===== config.mk =====
export PLATFORM = sky130hd
export DESIGN_NAME = mpm_ctrl
export DESIGN_NICKNAME = d
export VERILOG_FILES = /design/src/rtl/core/mpm_pkg.sv /design/src/rtl/core/mpm_ctrl.sv
export SDC_FILE = /design/constraint.sdc
export NUM_CORES = 1
export LEC_CHECK = 0
export BUFFER_PORTS_ARGS = -buffer_cell sky130_fd_sc_hd__buf_2
export CAP_MARGIN = 5
export CORE_ASPECT_RATIO = 0.7
export CORE_MARGIN = 4
export CORE_UTILIZATION = 42
export CTS_CLUSTER_SIZE = 28
export DETAILED_ROUTE_END_ITERATION = 10
export GPL_TIMING_DRIVEN = 0
export PLACE_DENSITY_LB_ADDON = 0.08
export SLEW_MARGIN = 10
export SYNTH_ARGS = -nofsm -noshare
export SYNTH_HDL_FRONTEND = slang
export SYNTH_SLANG_ARGS = --single-unit

===== constraint.sdc =====
create_clock -name clk -period 2.38 [get_ports clk]
set_input_delay 0.476 -clock clk [delete_from_list [all_inputs] [get_ports clk]]
set_output_delay 0.476 -clock clk [all_outputs]
set_load 0.03 [all_outputs]

===== src/rtl/core/mpm_pkg.sv =====
// Shared types, constants and helpers for the 2x2 modular matrix power block.
package mpm_pkg;

  localparam int EXP_BITS_DEF = 32;

  localparam logic [29:0] MOD_P      = 30'd1000000009;
  localparam logic [31:0] MOD_P32    = 32'd1000000009;
  localparam logic [31:0] TWO_MOD_P  = 32'd2000000018;
  // floor(2^61 / MOD_P), used for the quotient estimate.
  localparam logic [31:0] BARRETT_MU = 32'd2305842988;

  typedef struct packed {
    logic [29:0] entry_00;
    logic [29:0] entry_01;
    logic [29:0] entry_10;
    logic [29:0] entry_11;
    logic [31:0] power;
  } in_item_t;

  typedef struct packed {
    logic [29:0] out_00;
    logic [29:0] out_01;
    logic [29:0] out_10;
    logic [29:0] out_11;
  } out_item_t;

  typedef struct packed {
    logic load;
    logic update;
    logic bit_set;
    logic finish;
  } ctrl_t;

  // A 30-bit value lies below twice the modulus, so one subtraction reduces it.
  function automatic logic [29:0] reduce_entry(input logic [29:0] v);
    reduce_entry = (v >= MOD_P) ? v - MOD_P : v;
  endfunction

endpackage


===== src/rtl/core/mpm_ctrl.sv =====
// Sequencer that scans the exponent and paces the lanes.
module mpm_ctrl
  import mpm_pkg::*;
#(
  parameter int EXP_BITS = EXP_BITS_DEF
)
(
  input  logic        clk,
  input  logic        rst_n,
  input  logic        start,
  input  logic [31:0] power,
  output logic        busy,
  output ctrl_t       ctrl
);

  localparam int BIT_W = (EXP_BITS > 1) ? $clog2(EXP_BITS) : 1;

  typedef enum logic {
    ST_IDLE,
    ST_RUN
  } state_t;

  state_t              state_r, state_nxt;
  logic [1:0]          phase_r, phase_nxt;
  logic [BIT_W-1:0]    bit_cnt_r, bit_cnt_nxt;
  logic [EXP_BITS-1:0] exp_r, exp_nxt;

  always_comb begin
    state_nxt   = state_r;
    phase_nxt   = phase_r;
    bit_cnt_nxt = bit_cnt_r;
    exp_nxt     = exp_r;
    ctrl        = '0;
    ctrl.bit_set = exp_r[0];
    case (state_r)
      ST_IDLE: begin
        if (start) begin
          ctrl.load   = 1'b1;
          state_nxt   = ST_RUN;
          phase_nxt   = 2'd0;
          bit_cnt_nxt = BIT_W'(EXP_BITS - 1);
          exp_nxt     = EXP_BITS'(power);
        end
      end
      ST_RUN: begin
        phase_nxt = phase_r + 2'd1;
        if (phase_r == 2'd3) begin
          ctrl.update = 1'b1;
          exp_nxt     = exp_r >> 1;
          if (bit_cnt_r == '0) begin
            ctrl.finish = 1'b1;
            state_nxt   = ST_IDLE;
          end else begin
            bit_cnt_nxt = bit_cnt_r - 1'b1;
          end
        end
      end
      default: begin
        state_nxt = ST_IDLE;
      end
    endcase
  end

  assign busy = (state_r != ST_IDLE);

  always_ff @(posedge clk) begin
    if (!rst_n) begin
      state_r   <= ST_IDLE;
      phase_r   <= 2'd0;
      bit_cnt_r <= '0;
    end else begin
      state_r   <= state_nxt;
      phase_r   <= phase_nxt;
      bit_cnt_r <= bit_cnt_nxt;
    end
    exp_r <= exp_nxt;
  end

endmodule


==> results.sh, run 1 <==
export IMPL_status="finished clean"
export IMPL_cp_num_buf_inv=2
export IMPL_rsz0062_at_grt="no"
export IMPL_hold_buffers=0
export IMPL_clkLatencyLatePin_ns=0.28
export IMPL_dr_total_vias=1057
export IMPL_maxCapViolations=0
export IMPL_finalHoldViolations=0
export IMPL_end_kind="output pin"
export IMPL_cp_start_kind="register"
export IMPL_r2r_start="bit_cnt_r[0]$_SDFFE_PN0P_"
export IMPL_fp_row_count=19
export IMPL_worst_slack_ns=0.374
export IMPL_path_delay_family="buffers and inverters"
export IMPL_slowest_delay_ns=0.33
export IMPL_cts_resized=0
export IMPL_syn_nets=152
export IMPL_fill_cells=347
export IMPL_critPathRequiredTime_ns=1.90
export IMPL_setup_viol=0
export IMPL_crit_fanout=9
export IMPL_ys_types=29
export IMPL_antenna_found_initial=0
export IMPL_p_total_mw=1.48
export IMPL_p_per_area_nw_per_um2=695
export IMPL_syn_area_sq_um=1760
export IMPL_slew_viol_final=0
export IMPL_clk_pin_slew_worst_paths_ns=0.07
export IMPL_initial_core_util_pct=44.4
export IMPL_netlist_instances=115
export IMPL_synth_adder_area_share_pct=1.42
export IMPL_grt_usage_pct=11.7
export IMPL_fp_dieH_um=62.2
export IMPL_ir_drop_mv=0.437
export IMPL_grt_max_degree=33
export IMPL_syn_area_per_cell_sq_um=15.3
export IMPL_crit_chain="ha_1 -> nand2_1 -> clkinv_1 -> nand3_1 -> nor2_1 -> buf_2"
export IMPL_vias_per_cell=4.94
export IMPL_drt_iter0_drc=44
export IMPL_cts_max_level=2
export IMPL_diodes=0
export IMPL_io_pins=40
export IMPL_synth_seq_area_share_pct=63.6
export IMPL_dp_hpwl_mm=1.99
export IMPL_grt_overflow=0
export IMPL_place_gp_congestion=0.733
export IMPL_cpMaxStageDelayCell="dfxtp_1"
export IMPL_period_share_pct=84.3
export IMPL_clockBufferDepth=2
export IMPL_fin_nets=198
export IMPL_crit_arrival_ns=1.53
export IMPL_synthSimpleGateAreaFrac_pct=7.10
export IMPL_cts_inserted_buffers=5
export IMPL_wl_mm=2.83
export IMPL_min_delay_start="rst_n"
export IMPL_core_sq_um=3970
export IMPL_synth_edff_count=32
export IMPL_firstDrtPassIters=4
export IMPL_syn_to_final_growth_pct=20.6
export IMPL_synth_async_sr_flop_share_pct=0
export IMPL_min_delay_path_class="input pin to register"
export IMPL_drive_gt1_share_pct=54.9
export IMPL_cts_sinks=40
export IMPL_first_global_vias=1051
export IMPL_synth_top_family_by_area="multiplexers"
export IMPL_regArea_sq_um=1120
export IMPL_drtAntennaViolNets=0
export IMPL_finish_utilization_pct=53.5
export IMPL_skew_ns=0.00851
export IMPL_critPathLaunch="phase_r[0]$_SDFFE_PN0P_"
export IMPL_cts_setup_buffers=0
export IMPL_multi_input_area_sq_um=589
export IMPL_cts_tree="built"
export IMPL_wl_per_cell_um=13.2
export IMPL_synth_area_mux_share_pct=20.4
export IMPL_synth_main_ff_cell="edfxtp_1"
export IMPL_synth_seq_cells=40
export IMPL_crit_type="register to output pin"
export IMPL_relSlewSlack_pct=47.2
export IMPL_post_place_ws_ns=0.460
export IMPL_drc_errors=0
export IMPL_synth_xor_area_share_pct=0
export IMPL_synth_compound_area_share_pct=4.40
export IMPL_rrSetupSlack_ns=0.67
export IMPL_grt_pass1_wl_mm=4.85
export IMPL_die_x_um=85.4
export IMPL_period_minus_slack_ns=2.01
export IMPL_io_buffers=39
export IMPL_die_area_sq_um=5310
export IMPL_yosys_warnings=0
export IMPL_leakagePower_nw=0.833
export IMPL_cts_root_buf="clkbuf_8"
export IMPL_worstMarginPinSlew_ns=0.792
export IMPL_fmax_mhz=499
[cells in the final DEF, fill, tap and decap left out, drive strengths merged, types with 2 or more instances in the layout]
cell     n
o311a    2
mux2    31
nand3    2
nor2b    2
nor2     6
dfxtp    8
edfxtp  32
clkbuf   8
ha       2
a211oi   3
and2     2
inv      4
buf     45
[report_power, final]
group          switching, mW  total [mW]  internal (mW)  leakage (nW)
logic                 0.0768       0.169         0.0918         0.410
registers             0.0176       0.833          0.816         0.371
clock network          0.210       0.475          0.264        0.0515
[per-stage QoR]
| stage | TNS, ns | hold slack, ns | area, sq um | cells |
|---|---|---|---|---|
| 2_1_floorplan | 0 | 0.464 | 1760 | 115 |
| 3_3_place_gp | -0.839 | 0.491 | 2020 | 206 |
| 3_5_place_dp | 0 | 0.499 | 2020 | 206 |
| 4_1_cts | 0 | 0.453 | 2120 | 214 |
| 5_1_grt | 0 | 0.440 | 2120 | 214 |
| 6_report | 0 | 0.467 | 2120 | 214 |
[worst paths after layout]
kind                               endpoint  cells past startpoint
setup / recovery                    ctrl[0]                      6
hold / removal    bit_cnt_r[4]$_SDFFE_PN0P_                      2
setup reg to reg  bit_cnt_r[1]$_SDFFE_PN0P_                      5
hold reg to reg   bit_cnt_r[0]$_SDFFE_PN0P_                      1
[layout make-up]
type	instances	share of cell area [%]
Buffer	6	1.65
Multi-Input combinational cell	64	27.7
Clock buffer	8	4.71
Inverter	5	0.883
Timing Repair Buffer	39	9.19
Tap cell	52	3.06
Sequential cell	40	52.8
[flip-flops by register name, summed over array words and instances, names as in the netlist]
name       flops
exp_r         32
bit_cnt_r      5
phase_r        2
busy           1
[synthesized netlist by cell type (2+ instances only)]
| cell | count | share of area (%) |
|---|---|---|
| a211oi_1 | 3 | 1.3 |
| buf_2 | 4 | 1.1 |
| buf_4 | 2 | 0.85 |
| dfxtp_1 | 8 | 9.1 |
| edfxtp_1 | 32 | 55 |
| ha_1 | 2 | 1.4 |
| inv_1 | 4 | 0.85 |
| mux2_2 | 31 | 20 |
| nand3_1 | 2 | 0.57 |
| nor2_1 | 6 | 1.3 |
| nor2b_1 | 2 | 0.71 |
| o311a_1 | 2 | 1.1 |
[logic make-up after synthesis]
family                     count (synthesis)
AOI/OAI and AO/OA                         10
adders and majority gates                  2
buffers and inverters                     11
DFF                                       40
muxes                                     32
and+or+nand+nor                           20
[routing by layer]
| metal | global-route usage, % | wire [um] |
|---|---|---|
| met2 | 18.0 | 1310 |
| met1 | 14.3 | 1270 |
| met3 | 5.15 | 224 |
| met5 | 0 | 0 |
| met4 | 4.74 | 29 |
(Power assumes the default switching activity.)
==> run 2, diff against run 1 <==
--- a/config.mk
+++ b/config.mk
@@ -5,6 +5,7 @@
 export SDC_FILE = /design/constraint.sdc
 export NUM_CORES = 1
 export LEC_CHECK = 0
+export ABC_AREA = 1
 export BUFFER_PORTS_ARGS = -buffer_cell sky130_fd_sc_hd__buf_2
 export CAP_MARGIN = 5
 export CORE_ASPECT_RATIO = 0.7
==> constraint.sdc (replaced) <==
create_clock -name clk -period 1.7 [get_ports clk]
set_input_delay 0.34 -clock clk [delete_from_list [all_inputs] [get_ports clk]]
set_output_delay 0.34 -clock clk [all_outputs]
set_load 0.03 [all_outputs]
==> results.sh, run 2 <==
export IMPL_status="finished clean"
export IMPL_worst_slack_ns=0.0993
export IMPL_synth_edff_count=32
export IMPL_crit_type="register to output pin"
export IMPL_initial_core_util_pct=44.7
export IMPL_hold_buffers=0
export IMPL_p_per_area_nw_per_um2=931
export IMPL_wl_mm=3.27
export IMPL_whs_ns=0.315
export IMPL_skew_ns=0.00716
export IMPL_die_x_um=86.4
export IMPL_rsz0062_at_grt="no"
export IMPL_ir_drop_mv=0.573
export IMPL_clockBufferDepth=2
export IMPL_setup_viol=0
export IMPL_drc_errors=0
export IMPL_cts_sinks=40
export IMPL_synth_seq_area_share_pct=62.0
export IMPL_cts_max_level=2
export IMPL_cp_start_kind="register"
export IMPL_period_share_pct=94.2
export IMPL_largest_register="exp_r"
export IMPL_maxCapViolations=0
export IMPL_place_gp_congestion=0.765
export IMPL_yosys_cell_count_top_type="nand2_1"
export IMPL_drtAntennaViolNets=0
export IMPL_ys_types=20
export IMPL_drt_iter0_drc=45
export IMPL_final_cell_mix="nand2_1 (108), buf_2 (44), edfxtp_1 (32)"
export IMPL_critPathRequiredTime_ns=1.36
export IMPL_syn_area_sq_um=1810
export IMPL_fp_row_count=19
export IMPL_instances_no_fill=300
export IMPL_cts_root_buf="clkbuf_8"
export IMPL_cp_num_buf_inv=2
export IMPL_dp_hpwl_mm=2.28
export IMPL_largest_reg_flops=32
export IMPL_fmax_mhz=625
export IMPL_cpMaxStageDelayCell="dfxtp_1"
export IMPL_placed_cell_area_sq_um=2070
export IMPL_path_delay_family="flip-flops"
export IMPL_post_place_ws_ns=0.00266
export IMPL_period_minus_slack_ns=1.60
export IMPL_antenna_found_initial=0
export IMPL_first_global_vias=1161
export IMPL_clk_pin_slew_worst_paths_ns=0.08
export IMPL_grt_pass1_wl_mm=5.13
export IMPL_die_area_sq_um=5440
export IMPL_fin_nets=284
export IMPL_vias_per_cell=4.43
export IMPL_cts_inserted_buffers=5
export IMPL_mostFrequentLayoutCell="nand2_1"
export IMPL_cts_tree="built"
export IMPL_crit_fanout=4
export IMPL_min_delay_path_class="input pin to register"
export IMPL_syn_nets=238
export IMPL_synth_top_area_cell="edfxtp_1"
export IMPL_crit_chain="inv_2 -> ha_4 -> nand3_4 -> nor2_4 -> buf_4"
export IMPL_place_inst=292
export IMPL_grt_max_degree=33
export IMPL_finish_utilization_pct=54.2
export IMPL_synthTopCellsByArea="edfxtp_1 (53%), nand2_1 (23%), dfxtp_1 (8.9%), nor2_1 (3.1%), inv_1 (2.1%)"
export IMPL_syn_to_final_growth_pct=21.2
export IMPL_end_kind="output pin"
export IMPL_final_cell_area_sq_um=2190
export IMPL_clkLatencyLatePin_ns=0.29
export IMPL_synth_async_sr_flop_share_pct=0
export IMPL_synth_top_cell_area_share_pct=53.1
export IMPL_fp_dieH_um=62.9
export IMPL_syn_area_per_cell_sq_um=8.99
export IMPL_diodes=0
export IMPL_io_pins=40
export IMPL_synth_main_ff_cell="edfxtp_1"
export IMPL_grt_overflow=0
export IMPL_slowest_delay_ns=0.32
export IMPL_firstDrtPassIters=4
export IMPL_core_sq_um=4040
export IMPL_wl_per_cell_um=10.9
export IMPL_reg_largest_list="exp_r: 32 flops, bit_cnt_r: 5 flops, phase_r: 2 flops"
export IMPL_dr_total_vias=1328
export IMPL_finalHoldViolations=0
export IMPL_fill_cells=397
export IMPL_relSlewSlack_pct=71.8
export IMPL_crit_arrival_ns=1.26
export IMPL_yosys_warnings=0
export IMPL_netlist_instances=201
export IMPL_io_buffers=39
export IMPL_ys_top_cells_by_count="nand2_1 (110), edfxtp_1 (32), nor2_1 (15), inv_1 (10), dfxtp_1 (8)"
export IMPL_drive_gt1_share_pct=27.0
export IMPL_cts_setup_buffers=0
export IMPL_slew_viol_final=0
export IMPL_grt_usage_pct=12.2
export IMPL_leakagePower_nw=1.08
export IMPL_synth_seq_cells=40
export IMPL_worstMarginPinSlew_ns=0.423
[run 2: cell families (layout without fill, tap and decap cells)]
family,count (synthesis),in the layout,share of synthesized area (%)
AND/OR/NAND/NOR,134,134,29.8
flip-flops,40,40,62.0
buffers and inverters,21,68,5.68
AO/OA/AOI/OAI,4,4,1.11
adder cells (fa/ha/maj),2,2,1.38
[run 2: path summary, 6_finish.rpt]
kind                                   from                       to  slack, ns  cells past startpoint
hold / removal                    power[30]      exp_r[30]$_DFFE_PP_       0.31                      3
hold reg to reg     phase_r[1]$_SDFFE_PN0P_  phase_r[1]$_SDFFE_PN0P_       0.47                      2
setup reg to reg            busy$_SDFF_PN0_      exp_r[19]$_DFFE_PP_       0.31                      4
setup / recovery  bit_cnt_r[0]$_SDFFE_PN0P_                  ctrl[0]        0.1                      5
[run 2: repair_timing]
item,in CTS,in global routing
resized for setup,7,2
setup endpoints to repair,33,2
pin swaps,0,0
[run 2: power by group]
group / leakage, nW / total [mW] / switching [mW] / internal (mW)
registers: 0.374 / 1.17 / 0.0253 / 1.15
clock network: 0.0453 / 0.600 / 0.321 / 0.279
logic: 0.656 / 0.269 / 0.164 / 0.105
total: 1.08 / 2.04 / 0.511 / 1.53
[run 2: metrics by stage]
step	setup TNS [ns]	total power [mW]
finish	0	2.04
global route	0	2.14
CTS	0	2.06
detailed placement	0	1.45
global placement	-0.0999	1.45
floorplan	0	1.36
[run 2: final cells by class]
type,instances,area [sq um],area share [%]
multi-input combinational,140,622,28.4
clock buffer,5,68.8,3.14
inverter,13,53.8,2.46
timing repair buffer,39,198,9.02
tap,52,65.1,2.97
sequential,40,1120,51.2
clock inverter,3,13.8,0.628
buffer,8,48.8,2.23
[run 2: layer usage]
layer	GRT usage, %	vias up	wire, um
met1	17.4	580	1730
met4	4.09	0	16
met5	0	-	0
met2	17.3	28	1330
met3	4.22	2	191
li1	-	718	-
[run 2: tightest hold or removal path, stage by stage]
cell	delay, ns
buf_2	0.07
nand2_1	0.04
nand2_1	0.04
==> run 3, diff against run 2 <==
--- a/config.mk
+++ b/config.mk
@@ -14,7 +14,7 @@
 export CTS_CLUSTER_SIZE = 28
 export DETAILED_ROUTE_END_ITERATION = 10
 export GPL_TIMING_DRIVEN = 0
-export PLACE_DENSITY_LB_ADDON = 0.08
+export PLACE_DENSITY = 0.67
 export SLEW_MARGIN = 10
 export SYNTH_ARGS = -nofsm -noshare
 export SYNTH_HDL_FRONTEND = slang
==> results.sh, run 3 (synthesis results as in run 2) <==
export IMPL_status="finished clean"
export IMPL_path_delay_family="flip-flops"
export IMPL_fp_dieH_um=62.9
export IMPL_fin_nets=284
export IMPL_p_comb_share_pct=12.0
export IMPL_p_per_area_nw_per_um2=990
export IMPL_cpMaxStageDelayCell="dfxtp_1"
export IMPL_clkLatencyLatePin_ns=0.28
export IMPL_min_delay_start="power[15]"
export IMPL_wl_mm=3.30
export IMPL_ir_drop_mv=0.471
export IMPL_diodes=0
export IMPL_min_to="exp_r[15]$_DFFE_PP_"
export IMPL_crit_type="register to output pin"
export IMPL_end_kind="output pin"
export IMPL_p_clk_share_pct=34.2
export IMPL_fmax_mhz=616
export IMPL_r2r_end="exp_r[23]$_DFFE_PP_"
export IMPL_largest_register="exp_r"
export IMPL_slowest_delay_ns=0.33
export IMPL_grt_overflow=0
export IMPL_worst_slack_ns=0.0777
export IMPL_final_cell_area_sq_um=2200
export IMPL_placed_cell_area_sq_um=2070
export IMPL_p_total_mw=2.18
export IMPL_leakagePower_nw=1.08
export IMPL_final_cell_mix="nand2_1 (108), buf_2 (44), edfxtp_1 (32)"
export IMPL_reg_largest_list="exp_r: 32 flops, bit_cnt_r: 5 flops, phase_r: 2 flops"
export IMPL_fp_row_count=19
export IMPL_period_minus_slack_ns=1.62
export IMPL_period_share_pct=95.4
export IMPL_grt_usage_pct=12.9
export IMPL_cp_depth=5
export IMPL_rsz0062_at_grt="yes"
export IMPL_power_switching_mw=0.498
export IMPL_p_int_mw=1.68
export IMPL_firstDrtPassIters=4
export IMPL_io_buffers=39
export IMPL_clk_pin_slew_worst_paths_ns=0.08
export IMPL_cts_setup_buffers=0
export IMPL_cts_inserted_buffers=5
export IMPL_io_pins=40
export IMPL_cp_num_buf_inv=2
export IMPL_critPathRequiredTime_ns=1.36
export IMPL_reg2reg_depth=4
export IMPL_antenna_found_initial=0
export IMPL_mostFrequentLayoutCell="nand2_1"
export IMPL_drive_gt1_share_pct=27.0
export IMPL_switching_share_pct=22.8
export IMPL_vias_per_cell=4.55
export IMPL_largest_reg_flops=32
export IMPL_crit_arrival_ns=1.28
export IMPL_maxCapViolations=0
export IMPL_first_global_vias=1287
export IMPL_worstMarginPinSlew_ns=0.421
export IMPL_grt_max_degree=33
export IMPL_dp_hpwl_mm=2.30
export IMPL_core_sq_um=4040
export IMPL_rrSetupSlack_ns=0.32
export IMPL_min_delay_path_class="input pin to register"
export IMPL_cts_sinks=40
export IMPL_seqPwrFrac_pct=53.7
export IMPL_skew_ns=0.00479
export IMPL_cp_start_kind="register"
export IMPL_cts_tree="built"
export IMPL_dr_total_vias=1366
export IMPL_clockBufferDepth=2
export IMPL_cts_max_level=2
export IMPL_finalHoldViolations=0
export IMPL_relSlewSlack_pct=71.9
export IMPL_drc_errors=0
export IMPL_crit_chain="inv_1 -> ha_4 -> nand3_2 -> nor2_2 -> buf_4"
export IMPL_initial_core_util_pct=44.7
export IMPL_r2r_start="busy$_SDFF_PN0_"
export IMPL_setup_viol=0
export IMPL_slew_viol_final=0
export IMPL_crit_fanout=4
export IMPL_drtAntennaViolNets=0
export IMPL_cts_root_buf="clkbuf_8"
export IMPL_place_gp_congestion=0.732
export IMPL_drt_iter0_drc=52
export IMPL_post_place_ws_ns=0.0263
export IMPL_fill_cells=382
export IMPL_finish_utilization_pct=54.5
export IMPL_die_area_sq_um=5440
export IMPL_grt_pass1_wl_mm=5.47
export IMPL_syn_to_final_growth_pct=21.9
export IMPL_die_x_um=86.4
export IMPL_hold_buffers=0
export IMPL_wl_per_cell_um=11.0
export IMPL_min_path_cells=3
[run 3: per-layer routing]
| metal | wire length (um) | vias up | track usage, % |
|---|---|---|---|
| met5 | 0 | - | 0 |
| met4 | 23 | 0 | 6.42 |
| met3 | 269 | 2 | 4.22 |
| met2 | 1480 | 40 | 18.6 |
| met1 | 1530 | 604 | 17.1 |
| li1 | - | 720 | - |
[run 3: stage by stage]
| step | setup TNS (ns) | instances | hold WS [ns] |
|---|---|---|---|
| 6_report | 0 | 300 | 0.312 |
| 4_1_cts | 0 | 300 | 0.297 |
| 3_5_place_dp | 0 | 292 | 0.463 |
| 5_1_grt | -0.00384 | 300 | 0.309 |
| 2_1_floorplan | 0 | 201 | 0.441 |
| 3_3_place_gp | 0 | 292 | 0.460 |
[run 3: power groups by stage]
stage	Clock, mW	Sequential, mW	Combinational (mW)
after floorplan	0	1.19	0.171
after global routing	0.810	1.18	0.306
final	0.747	1.17	0.263
after CTS	0.778	1.17	0.266
after global placement	0	1.19	0.253
after detailed placement	0	1.19	0.259
[run 3: worst max path at each step]
stage,slack (ns),end,from
after floorplan,0.13,exp_r[0]$_DFFE_PP_,busy$_SDFF_PN0_
after global placement,0.03,exp_r[30]$_DFFE_PP_,busy$_SDFF_PN0_
after detailed placement,0.03,exp_r[30]$_DFFE_PP_,busy$_SDFF_PN0_
after CTS,0.006,exp_r[30]$_DFFE_PP_,busy$_SDFF_PN0_
after global routing,-0.004,ctrl[0],bit_cnt_r[1]$_SDFFE_PN0P_
final,0.08,ctrl[0],bit_cnt_r[1]$_SDFFE_PN0P_
[run 3: what timing repair did]
action,in CTS,in global routing
gates resized for setup,4,3
pin swaps,1,0
setup endpoints to repair,1,33
[run 3: area by class of cell]
class                      count  area (sq um)  area share [%]
tap                           52          65.1            2.95
clock inverter                 2          35.0            1.59
sequential                    40          1120            50.9
clock buffer                   6          72.6            3.29
timing repair buffer          39           198            8.97
buffer                         8          48.8            2.21
multi-input combinational    140           609            27.7
inverter                      13          53.8            2.44
[run 3: worst min-delay path, stage by stage]
cell and delay (ns):
buf_2 0.08, nand2_1 0.04, nand2_1 0.04
